## config.mk

```make
export PLATFORM = sky130hd
export DESIGN_NAME = location_report_pdu_parser
export DESIGN_NICKNAME = d
export VERILOG_FILES = /design/src/rtl/lrp_pkg.sv /design/src/rtl/lrp_out_stage.sv /design/src/rtl/location_report_pdu_parser.sv
export SDC_FILE = /design/constraint.sdc
export NUM_CORES = 1
export LEC_CHECK = 0
export ABC_AREA = 1
export BUFFER_PORTS_ARGS = -buffer_cell sky130_fd_sc_hd__buf_4
export CAP_MARGIN = 20
export CORE_UTILIZATION = 30
export DETAILED_ROUTE_END_ITERATION = 7
export SLEW_MARGIN = 10
export SYNTH_ARGS = -nofsm -noshare
export SYNTH_HDL_FRONTEND = slang
export SYNTH_SLANG_ARGS = --single-unit
```

## constraint.sdc

```tcl
create_clock -name clk -period 20.1 [get_ports clk]
set_input_delay 2.01 -clock clk [delete_from_list [all_inputs] [get_ports clk]]
set_output_delay 2.01 -clock clk [all_outputs]
set_load 0.1 [all_outputs]
```

## src/rtl/lrp_pkg.sv

```systemverilog
// Shared constants, types and decode tables for the location report parser.
`default_nettype none
package lrp_pkg;

  localparam int unsigned MAX_PDU_BYTES = 32;
  localparam int unsigned PTR_W = $clog2(MAX_PDU_BYTES);
  localparam int unsigned CNT_W = $clog2(MAX_PDU_BYTES + 1);
  localparam int unsigned POS_W = CNT_W + 3;

  localparam logic [1:0] STATUS_SHORT  = 2'd0;
  localparam logic [1:0] STATUS_LONG   = 2'd1;
  localparam logic [1:0] STATUS_REJECT = 2'd2;

  localparam logic [3:0] SHAPE_LAST = 4'd10;
  localparam logic [3:0] TYPE_EXT_LOC = 4'd3;

  typedef struct packed {
    logic [1:0]  status;
    logic        valid;
    logic [23:0] lat;
    logic [24:0] lon;
    logic        alt_en;
    logic [10:0] alt_code;
    logic [6:0]  spd_code;
    logic [7:0]  dir;
    logic [7:0]  reason;
    logic [31:0] fix_time;
  } lrp_rec_t;

  typedef logic [15:0] speed_rom_t [128];

  function automatic logic [15:0] speed_q6_f(input int unsigned n);
    logic [63:0] p;
    logic [63:0] r;
    begin
      p = 64'd1 << 56;
      if (n <= 28) begin
        r = (64'(n) * 64'd64000 + 64'd926) / 64'd1852;
      end else if (n == 127) begin
        r = 64'd0;
      end else begin
        for (int unsigned k = 13; k < n; k++) begin
          p = p + (p / 64'd1000) * 64'd38 + ((p % 64'd1000) * 64'd38 + 64'd500) / 64'd1000;
        end
        r = ((p >> 16) * 64'd1024 + 64'd926) / 64'd1852;
        r = (r + (64'd1 << 39)) >> 40;
      end
      return r[15:0];
    end
  endfunction

  function automatic speed_rom_t build_speed_rom();
    speed_rom_t t;
    begin
      for (int unsigned i = 0; i < 128; i++) begin
        t[i] = speed_q6_f(i);
      end
      return t;
    end
  endfunction

  localparam speed_rom_t SPEED_ROM = build_speed_rom();

  function automatic logic [5:0] shape_pre(input logic [3:0] s);
    case (s)
      4'd2, 4'd5, 4'd7: return 6'd6;
      4'd3:             return 6'd23;
      4'd6, 4'd8:       return 6'd20;
      4'd9:             return 6'd51;
      default:          return 6'd0;
    endcase
  endfunction

  function automatic logic shape_alt(input logic [3:0] s);
    case (s)
      4'd4, 4'd5, 4'd6, 4'd7, 4'd8: return 1'b1;
      default:                      return 1'b0;
    endcase
  endfunction

  function automatic logic [2:0] shape_post(input logic [3:0] s);
    case (s)
      4'd6, 4'd7: return 3'd3;
      4'd8:       return 3'd6;
      default:    return 3'd0;
    endcase
  endfunction

  function automatic logic [3:0] vel_pre(input logic [2:0] v);
    case (v)
      3'd2, 3'd6: return 4'd3;
      3'd3:       return 4'd8;
      3'd4, 3'd7: return 4'd14;
      default:    return 4'd0;
    endcase
  endfunction

  function automatic logic [1:0] vel_post(input logic [2:0] v);
    case (v)
      3'd6, 3'd7: return 2'd3;
      default:    return 2'd0;
    endcase
  endfunction

endpackage
`default_nettype wire

```

## src/rtl/lrp_out_stage.sv

```systemverilog
// Result register: speed ROM lookup, altitude decode and output handshake.
`default_nettype none
module lrp_out_stage (
  input  wire logic               clk,
  input  wire logic               rst_n,
  input  wire logic               load,
  input  wire lrp_pkg::lrp_rec_t  rec,
  output logic                    free,
  output logic                    out_valid,
  input  wire logic               out_stall,
  output logic [1:0]              out_status,
  output logic                    out_position_valid,
  output logic signed [23:0]      out_latitude_raw,
  output logic signed [24:0]      out_longitude_raw,
  output logic signed [14:0]      out_altitude_m,
  output logic [15:0]             out_speed_knots_q6,
  output logic [7:0]              out_heading_256,
  output logic [7:0]              out_reason_code,
  output logic [31:0]             out_fix_time
);
  import lrp_pkg::*;

  logic               valid_r;
  logic signed [18:0] alt_code_s;
  logic signed [18:0] alt_full;
  logic               rej;

  assign rej        = (rec.status == STATUS_REJECT);
  assign alt_code_s = {8'b0, rec.alt_code};

  always_comb begin
    if (!rec.alt_en || rec.alt_code == 11'd0) begin
      alt_full = '0;
    end else if (rec.alt_code <= 11'd1200) begin
      alt_full = alt_code_s - 19'sd201;
    end else if (rec.alt_code <= 11'd1926) begin
      alt_full = (alt_code_s <<< 1) - 19'sd1402;
    end else begin
      alt_full = alt_code_s * 19'sd75 - 19'sd142000;
    end
  end

  assign free      = !valid_r || !out_stall;
  assign out_valid = valid_r;

  always_ff @(posedge clk) begin
    if (!rst_n) begin
      valid_r <= 1'b0;
    end else if (load) begin
      valid_r <= 1'b1;
    end else if (!out_stall) begin
      valid_r <= 1'b0;
    end
    if (load) begin
      out_status         <= rec.status;
      out_position_valid <= rej ? 1'b0 : rec.valid;
      out_latitude_raw   <= rej ? '0 : rec.lat;
      out_longitude_raw  <= rej ? '0 : rec.lon;
      out_altitude_m     <= rej ? '0 : alt_full[14:0];
      out_speed_knots_q6 <= rej ? '0 : SPEED_ROM[rec.spd_code];
      out_heading_256    <= rej ? '0 : rec.dir;
      out_reason_code    <= rej ? '0 : rec.reason;
      out_fix_time       <= rej ? '0 : rec.fix_time;
    end
  end

`ifndef SYNTHESIS
  a_load_free: assert property (@(posedge clk) disable iff (!rst_n) load |-> free)
    else $error("result loaded while previous one still stalled");
  a_hold: assert property (@(posedge clk) disable iff (!rst_n)
    (valid_r && out_stall && !load) |=> valid_r)
    else $error("stalled result dropped");
  a_clear: assert property (@(posedge clk) disable iff (!rst_n)
    (valid_r && !out_stall && !load) |=> !valid_r)
    else $error("result repeated");
`endif

endmodule
`default_nettype wire

```

## src/rtl/location_report_pdu_parser.sv

```systemverilog
// Top level: PDU byte store and bit-serial location report field parser.
//
//  channel | ports                                   | accepted when
//  in      | in_pdu_byte, in_last_byte, in_receive_time | in_valid && !in_stall
//  out     | out_status ... out_fix_time             | out_valid && !out_stall
//
// A non-final byte is accepted whenever the parser is idle. On the final byte the
// stored PDU is walked one bit per cycle, with a decode step after each field, by
// the serial bit reader on the single byte store read port. in_stall is high while
// parsing and while the result waits for the result register. Reset clears the
// byte count and all control; stored bytes stay undefined until written.
`default_nettype none
module location_report_pdu_parser (
  input  wire logic         clk,
  input  wire logic         rst_n,
  input  wire logic         in_valid,
  output logic              in_stall,
  input  wire logic [7:0]   in_pdu_byte,
  input  wire logic         in_last_byte,
  input  wire logic [31:0]  in_receive_time,
  output logic              out_valid,
  input  wire logic         out_stall,
  output logic [1:0]        out_status,
  output logic              out_position_valid,
  output logic signed [23:0] out_latitude_raw,
  output logic signed [24:0] out_longitude_raw,
  output logic signed [14:0] out_altitude_m,
  output logic [15:0]       out_speed_knots_q6,
  output logic [7:0]        out_heading_256,
  output logic [7:0]        out_reason_code,
  output logic [31:0]       out_fix_time
);
  import lrp_pkg::*;

  typedef enum logic [1:0] {ST_IDLE, ST_LOAD, ST_READ, ST_DONE} state_t;
  typedef enum logic [4:0] {
    F_TYPE, F_SPAD, F_LON, F_LAT, F_ERR, F_SPD, F_DIR4, F_RFLAG, F_REASON,
    F_EXT, F_TT, F_TSKIP, F_SHAPE, F_SPRE, F_ALT, F_SPOST, F_PERR, F_VEL,
    F_LSPD, F_VPRE, F_LDIR, F_VPOST, F_SPARE
  } field_t;

  logic [7:0] mem [MAX_PDU_BYTES];
  logic [7:0] mem_q_r;

  state_t           state_r, state_nxt;
  field_t           field_r, field_nxt;
  logic [5:0]       cnt_r, cnt_nxt;
  logic [24:0]      acc_r, acc_nxt;
  logic [POS_W-1:0] rd_pos_r, rd_pos_nxt;
  logic [CNT_W-1:0] rd_len_r, rd_len_nxt;
  logic [CNT_W-1:0] byte_count_r, byte_count_nxt;
  logic             long_r, long_nxt;
  logic [3:0]       shape_r, shape_nxt;
  logic [2:0]       vel_r, vel_nxt;
  lrp_rec_t         rec_r, rec_nxt;

  logic in_acc, store_en, bit_in, out_free, load;

  assign in_stall = (state_r != ST_IDLE);
  assign in_acc   = in_valid && !in_stall;
  assign store_en = in_acc && (byte_count_r < CNT_W'(MAX_PDU_BYTES));
  assign load     = (state_r == ST_DONE) && out_free;
  assign bit_in   = (rd_pos_r[POS_W-1:3] < rd_len_r) ? mem_q_r[~rd_pos_r[2:0]] : 1'b0;

  always_comb begin
    state_nxt      = state_r;
    field_nxt      = field_r;
    cnt_nxt        = cnt_r;
    acc_nxt        = acc_r;
    rd_pos_nxt     = rd_pos_r;
    rd_len_nxt     = rd_len_r;
    byte_count_nxt = byte_count_r;
    long_nxt       = long_r;
    shape_nxt      = shape_r;
    vel_nxt        = vel_r;
    rec_nxt        = rec_r;
    case (state_r)
      ST_IDLE: begin
        rd_pos_nxt = '0;
        if (in_acc) begin
          if (store_en) byte_count_nxt = byte_count_r + 1'b1;
          if (in_last_byte) begin
            rd_len_nxt       = store_en ? byte_count_r + 1'b1 : byte_count_r;
            byte_count_nxt   = '0;
            state_nxt        = ST_LOAD;
            field_nxt        = F_TYPE;
            cnt_nxt          = 6'd2;
            acc_nxt          = '0;
            long_nxt         = 1'b0;
            rec_nxt          = '0;
            rec_nxt.status   = STATUS_REJECT;
            rec_nxt.fix_time = in_receive_time;
          end
        end
      end
      ST_LOAD: state_nxt = ST_READ;
      ST_READ: begin
        if (cnt_r != 6'd0) begin
          acc_nxt    = {acc_r[23:0], bit_in};
          cnt_nxt    = cnt_r - 1'b1;
          rd_pos_nxt = rd_pos_r + 1'b1;
        end else begin
          acc_nxt = '0;
          case (field_r)
            F_TYPE: begin
              if (acc_r[1:0] == 2'd0) begin
                rec_nxt.status = STATUS_SHORT;
                field_nxt = F_SPAD; cnt_nxt = 6'd2;
              end else if (acc_r[1:0] == 2'd1) begin
                field_nxt = F_EXT; cnt_nxt = 6'd4;
              end else begin
                state_nxt = ST_DONE;
              end
            end
            F_SPAD:  begin field_nxt = F_LON; cnt_nxt = 6'd25; end
            F_LON:   begin rec_nxt.lon = acc_r; field_nxt = F_LAT; cnt_nxt = 6'd24; end
            F_LAT: begin
              rec_nxt.lat = acc_r[23:0];
              if (long_r) begin
                field_nxt = F_SPRE; cnt_nxt = shape_pre(shape_r);
              end else begin
                field_nxt = F_ERR; cnt_nxt = 6'd3;
              end
            end
            F_ERR: begin
              rec_nxt.valid = ((rec_r.lat != '0) || (rec_r.lon != '0)) && (acc_r[2:0] != 3'd7);
              field_nxt = F_SPD; cnt_nxt = 6'd7;
            end
            F_SPD:   begin rec_nxt.spd_code = acc_r[6:0]; field_nxt = F_DIR4; cnt_nxt = 6'd4; end
            F_DIR4:  begin rec_nxt.dir = {acc_r[3:0], 4'b0}; field_nxt = F_RFLAG; cnt_nxt = 6'd1; end
            F_RFLAG: begin
              if (acc_r[0] == 1'b0) begin
                field_nxt = F_REASON; cnt_nxt = 6'd8;
              end else begin
                state_nxt = ST_DONE;
              end
            end
            F_REASON: begin rec_nxt.reason = acc_r[7:0]; state_nxt = ST_DONE; end
            F_EXT: begin
              if (acc_r[3:0] == TYPE_EXT_LOC) begin
                field_nxt = F_TT; cnt_nxt = 6'd2;
              end else begin
                state_nxt = ST_DONE;
              end
            end
            F_TT: begin
              field_nxt = F_TSKIP;
              case (acc_r[1:0])
                2'd1:    cnt_nxt = 6'd2;
                2'd2:    cnt_nxt = 6'd22;
                2'd3:    state_nxt = ST_DONE;
                default: cnt_nxt = 6'd0;
              endcase
            end
            F_TSKIP: begin field_nxt = F_SHAPE; cnt_nxt = 6'd4; end
            F_SHAPE: begin
              if (acc_r[3:0] > SHAPE_LAST) begin
                state_nxt = ST_DONE;
              end else begin
                rec_nxt.status = STATUS_LONG;
                shape_nxt = acc_r[3:0];
                long_nxt  = 1'b1;
                if (acc_r[3:0] == 4'd0) begin
                  rec_nxt.valid = 1'b0;
                  field_nxt = F_VEL; cnt_nxt = 6'd3;
                end else begin
                  rec_nxt.valid = 1'b1;
                  field_nxt = F_LON; cnt_nxt = 6'd25;
                end
              end
            end
            F_SPRE: begin
              if (shape_alt(shape_r)) begin
                field_nxt = F_ALT; cnt_nxt = 6'd12;
              end else begin
                field_nxt = F_SPOST; cnt_nxt = 6'(shape_post(shape_r));
              end
            end
            F_ALT: begin
              rec_nxt.alt_en = 1'b1;
              rec_nxt.alt_code = acc_r[10:0];
              field_nxt = F_SPOST; cnt_nxt = 6'(shape_post(shape_r));
            end
            F_SPOST: begin
              cnt_nxt   = 6'd3;
              field_nxt = (shape_r == SHAPE_LAST) ? F_PERR : F_VEL;
            end
            F_PERR: begin
              if (acc_r[2:0] == 3'd7) rec_nxt.valid = 1'b0;
              field_nxt = F_VEL; cnt_nxt = 6'd3;
            end
            F_VEL: begin
              vel_nxt = acc_r[2:0];
              if (acc_r[2:0] != 3'd0) begin
                field_nxt = F_LSPD; cnt_nxt = 6'd7;
              end else begin
                field_nxt = F_VPRE; cnt_nxt = 6'(vel_pre(acc_r[2:0]));
              end
            end
            F_LSPD: begin
              rec_nxt.spd_code = acc_r[6:0];
              field_nxt = F_VPRE; cnt_nxt = 6'(vel_pre(vel_r));
            end
            F_VPRE: begin
              if (vel_r >= 3'd5) begin
                field_nxt = F_LDIR; cnt_nxt = 6'd8;
              end else begin
                field_nxt = F_VPOST; cnt_nxt = 6'(vel_post(vel_r));
              end
            end
            F_LDIR: begin
              rec_nxt.dir = acc_r[7:0];
              field_nxt = F_VPOST; cnt_nxt = 6'(vel_post(vel_r));
            end
            F_VPOST: begin field_nxt = F_SPARE; cnt_nxt = 6'd1; end
            F_SPARE: begin field_nxt = F_RFLAG; cnt_nxt = 6'd1; end
            default: state_nxt = ST_DONE;
          endcase
        end
      end
      ST_DONE: if (out_free) state_nxt = ST_IDLE;
      default: state_nxt = ST_IDLE;
    endcase
  end

  always_ff @(posedge clk) begin
    if (!rst_n) begin
      state_r      <= ST_IDLE;
      byte_count_r <= '0;
    end else begin
      state_r      <= state_nxt;
      byte_count_r <= byte_count_nxt;
    end
    field_r  <= field_nxt;
    cnt_r    <= cnt_nxt;
    acc_r    <= acc_nxt;
    rd_pos_r <= rd_pos_nxt;
    rd_len_r <= rd_len_nxt;
    long_r   <= long_nxt;
    shape_r  <= shape_nxt;
    vel_r    <= vel_nxt;
    rec_r    <= rec_nxt;
  end

  // byte store: one write port, one registered read port following rd_pos
  always_ff @(posedge clk) begin
    if (store_en) mem[byte_count_r[PTR_W-1:0]] <= in_pdu_byte;
    mem_q_r <= mem[rd_pos_nxt[PTR_W+2:3]];
  end

  lrp_out_stage u_out (
    .clk                (clk),
    .rst_n              (rst_n),
    .load               (load),
    .rec                (rec_r),
    .free               (out_free),
    .out_valid          (out_valid),
    .out_stall          (out_stall),
    .out_status         (out_status),
    .out_position_valid (out_position_valid),
    .out_latitude_raw   (out_latitude_raw),
    .out_longitude_raw  (out_longitude_raw),
    .out_altitude_m     (out_altitude_m),
    .out_speed_knots_q6 (out_speed_knots_q6),
    .out_heading_256    (out_heading_256),
    .out_reason_code    (out_reason_code),
    .out_fix_time       (out_fix_time)
  );

`ifndef SYNTHESIS
  a_count_max: assert property (@(posedge clk) disable iff (!rst_n)
    byte_count_r <= CNT_W'(MAX_PDU_BYTES))
    else $error("byte count past store depth");
  a_last_starts: assert property (@(posedge clk) disable iff (!rst_n)
    (in_acc && in_last_byte) |=> (state_r == ST_LOAD && byte_count_r == '0))
    else $error("final byte did not start parse");
  a_len_nonzero: assert property (@(posedge clk) disable iff (!rst_n)
    (state_r == ST_READ) |-> (rd_len_r != '0))
    else $error("parsing an empty PDU");
  a_done_loads: assert property (@(posedge clk) disable iff (!rst_n)
    (state_r == ST_DONE && out_free) |=> out_valid)
    else $error("finished parse produced no result");
`endif

endmodule
`default_nettype wire

```

==> metrics.csv <==
metric;value;unit
post-layout min period;4230;ps
main combinational cell family by area after synthesis;simple AND/OR/NAND/NOR gates;
number of synthesized register bits;576;
hold buffers post-CTS;0;
clock latency on the worst-skew pair;640;ps
reg-to-reg slack, setup;15870;ps
post-layout instance area;31700;sq um
drt via density;4.61;
Worst Clk Skew;20.6;ps
GRT Util Overall;14.6;%
drt wl/cell;16.8;microns
Crit Path Max Fanout;13;
outcome;complete, no violations;
CP arrival;4610;ps
Cells on Worst Hold Path;2;
initial antenna violation count;0;
top cells by area, synth;edfxtp_1 61%, inv_1 7.1%, nand2_1 6.7%;
Die X;303;microns
First DRT Iteration DRCs;1527;
CTS H-tree depth;2;
Worst-Margin Slew;1100;ps
pin count of the biggest net entering global routing;95;
drt total wl;67900;microns
Min Hold Slack;510;ps
drt first pass iters;5;
Req. time, crit path;20480;ps
synthesized area;27200;sq um
vias;18602;
Seq/Total Area, Yosys;62.7;%
final setup TNS;0;ps
Critical Path End Type;register;
R2R depth;13;
global-route wire length before repair;105000;microns
crit share post-route;21.0;%
Slew Limit Fails;0;
syn_area_per_cell;10.3;sq um
clock-pin slew of the registers on the worst-case setup and hold paths;60;ps
total CTS buffers;60;
peak supply drop;237;uV
CP most frequent cell;fa_1;
post-CTS setup buffer count;0;
# nets final;2957;
LEAKAGE;13.5;nW
io pins;178;
DP Wirelength;45000;microns
Max Cap Violations;0;
Synth top area share;61.1;%
Worst Min Path Start;state_r[1];
number of distinct library cells after synthesis;52;
Hold Vio Cnt, Final;0;
most frequent cells in the layout;554 x edfxtp_1, 514 x inv_1, 484 x nand2_1, 298 x nand3_1, 231 x nor2_1;
RSZ-0062 raised after global routing;no;
Placer Congestion;0.911;
compound-gate portion of the synthesized area;4.49;%
Worst Hold Class;register to register;
Synth Warn #;0;
Post-synth ARST share;0;%
slowest stage cell, crit path;edfxtp_1;
layout cells sized above 1;11.0;%
Core ar.;90000;sq um
Port Buf Inserts;171;
final setup fails;0;
Rel. slew slack;27.0;%
placed cell area;29700;sq um
post-placement cell count;3924;
Die Area;92000;sq um
CP Cell Sequence;ha_1, fa_1, fa_1, fa_1, ha_1, a21oi_1, o21ai_0, a21oi_1, xnor2_1, nand2_1, nand3_1, o211ai_1, inv_1;
number of synthesized flops with an enable pin;554;
crit path launch type;register;
vias in the first global route;17611;
RR Endpoint;u_out.out_altitude_m[10];
CTS root buf;clkbuf_16;
crit path kind;register to register;
DIE HEIGHT;303;microns
n_diodes;0;
std cell rows;110;
TritonCTS clock tree;built;
FMAX;0.237;GHz
Routed Antenna Nets;0;
Resize count post-CTS;0;
Adder-Cell Fraction of Synth Area;5.16;%
CTS sink count;576;
Non-Filler Instances;4039;
# DRC;0;
PD cells;153;nW/um^2
Worst Hold End;state_r[1];
total gr overflow;0;
RR Startpoint;rec_r[63];
max incr delay on CP;700;ps
Worst path top cell family by delay;adder cells;
post-synth top area cell;edfxtp_1;
Synth Area in XOR/XNOR;0.675;%
Layout area overhead;16.5;%
Bufs on Longest Clock Path;3;
Buf+Inv Stages, Crit Path;1;
Synth Area in Simple Gates;18.0;%
Mapped Cells;2654;
ys flop type;edfxtp_1;
commonest non-fill, non-tap cell in the layout;edfxtp_1;
initial core utilization;30.3;%
multiplexer share of the synthesized area;0;%
Tot Pwr;4.85;mW
-- cell type report --
class,count,area [sq um]
inverter,522,1960
clock buffer,80,1650
clock inverter,34,347
timing repair buffer,187,1430
tap,1176,1470
multi-input combinational,1464,7800
fill,9029,58300
sequential,576,17100
-- stage by stage --
stage               setup slack [ps]  utilization, %
finish                         15870            35.3
global route                   15470            35.3
CTS                            15570            35.2
detailed placement             15430            33.0
global placement               15470            33.0
floorplan                      11400               -
-- Yosys cell counts (all sizes together), types with 23 or more instances --
| cell type | instances |
|---|---|
| edfxtp | 554 |
| inv | 521 |
| nand2 | 491 |
| nand3 | 301 |
| nor2 | 237 |
| a21oi | 82 |
| ha | 82 |
| o21ai | 64 |
| buf | 56 |
| clkbuf | 41 |
| nand3b | 34 |
| nand4 | 31 |
| nor3 | 23 |
-- flip-flops by register name (all words and copies together) (netlist names), 10 cells and up --
signal / cells
mem: 256
u_out.out_speed_knots_q6: 10
rec_r: 119
u_out.out_altitude_m: 15
acc_r: 25
u_out.out_fix_time: 32
u_out.out_latitude_raw: 24
u_out.out_longitude_raw: 25
-- layer usage --
| layer | vias up | share of wire [%] | track usage, % |
|---|---|---|---|
| met1 | 8841 | 46 | 20.2 |
| met4 | 0 | 1.8 | 3.40 |
| met3 | 86 | 5.5 | 2.13 |
| met2 | 582 | 47 | 24.1 |
| li1 | 9093 | - | - |
| met5 | - | 0 | 0 |
-- power by group --
group          switching (mW)  internal, mW  total (mW)
registers               0.133          1.61        1.75
logic                    1.35         0.620        1.97
clock network           0.473         0.653        1.13
total                    1.96          2.89        4.85
-- how the worst max path moves through the flow --
stage | slack [ps] | cells after the start | from | end
after floorplan | 11400 | 1 | out_stall | u_out.out_altitude_m[0]
after global placement | 15470 | 4 | out_stall | u_out.out_latitude_raw[21]
after detailed placement | 15430 | 4 | out_stall | u_out.out_latitude_raw[18]
after CTS | 15570 | 15 | state_r[0] | mem_q_r[3]
after global routing | 15470 | 16 | state_r[0] | mem_q_r[4]
final | 15870 | 13 | rec_r[63] | u_out.out_altitude_m[10]
-- worst register-to-register path, stage by stage, from the launching register on --
cell	delay, ps
edfxtp_1	700
ha_1	360
fa_1	520
fa_1	450
fa_1	490
ha_1	370
a21oi_1	190
o21ai_0	100
a21oi_1	310
xnor2_1	140
nand2_1	80
nand3_1	80
o211ai_1	100
inv_1	80
-- cells by family (layout without fill, tap and decap cells) --
logic type                 Yosys count  after routing
buffers and inverters              619            823
DFF                                576            576
AOI/OAI and AO/OA                  209            209
other                                1              6
xor gates and xnor gates            21             21
and+or+nand+nor                   1127           1127
adders and majority gates          101            101
No activity file was read; power rests on OpenSTA's default activity.
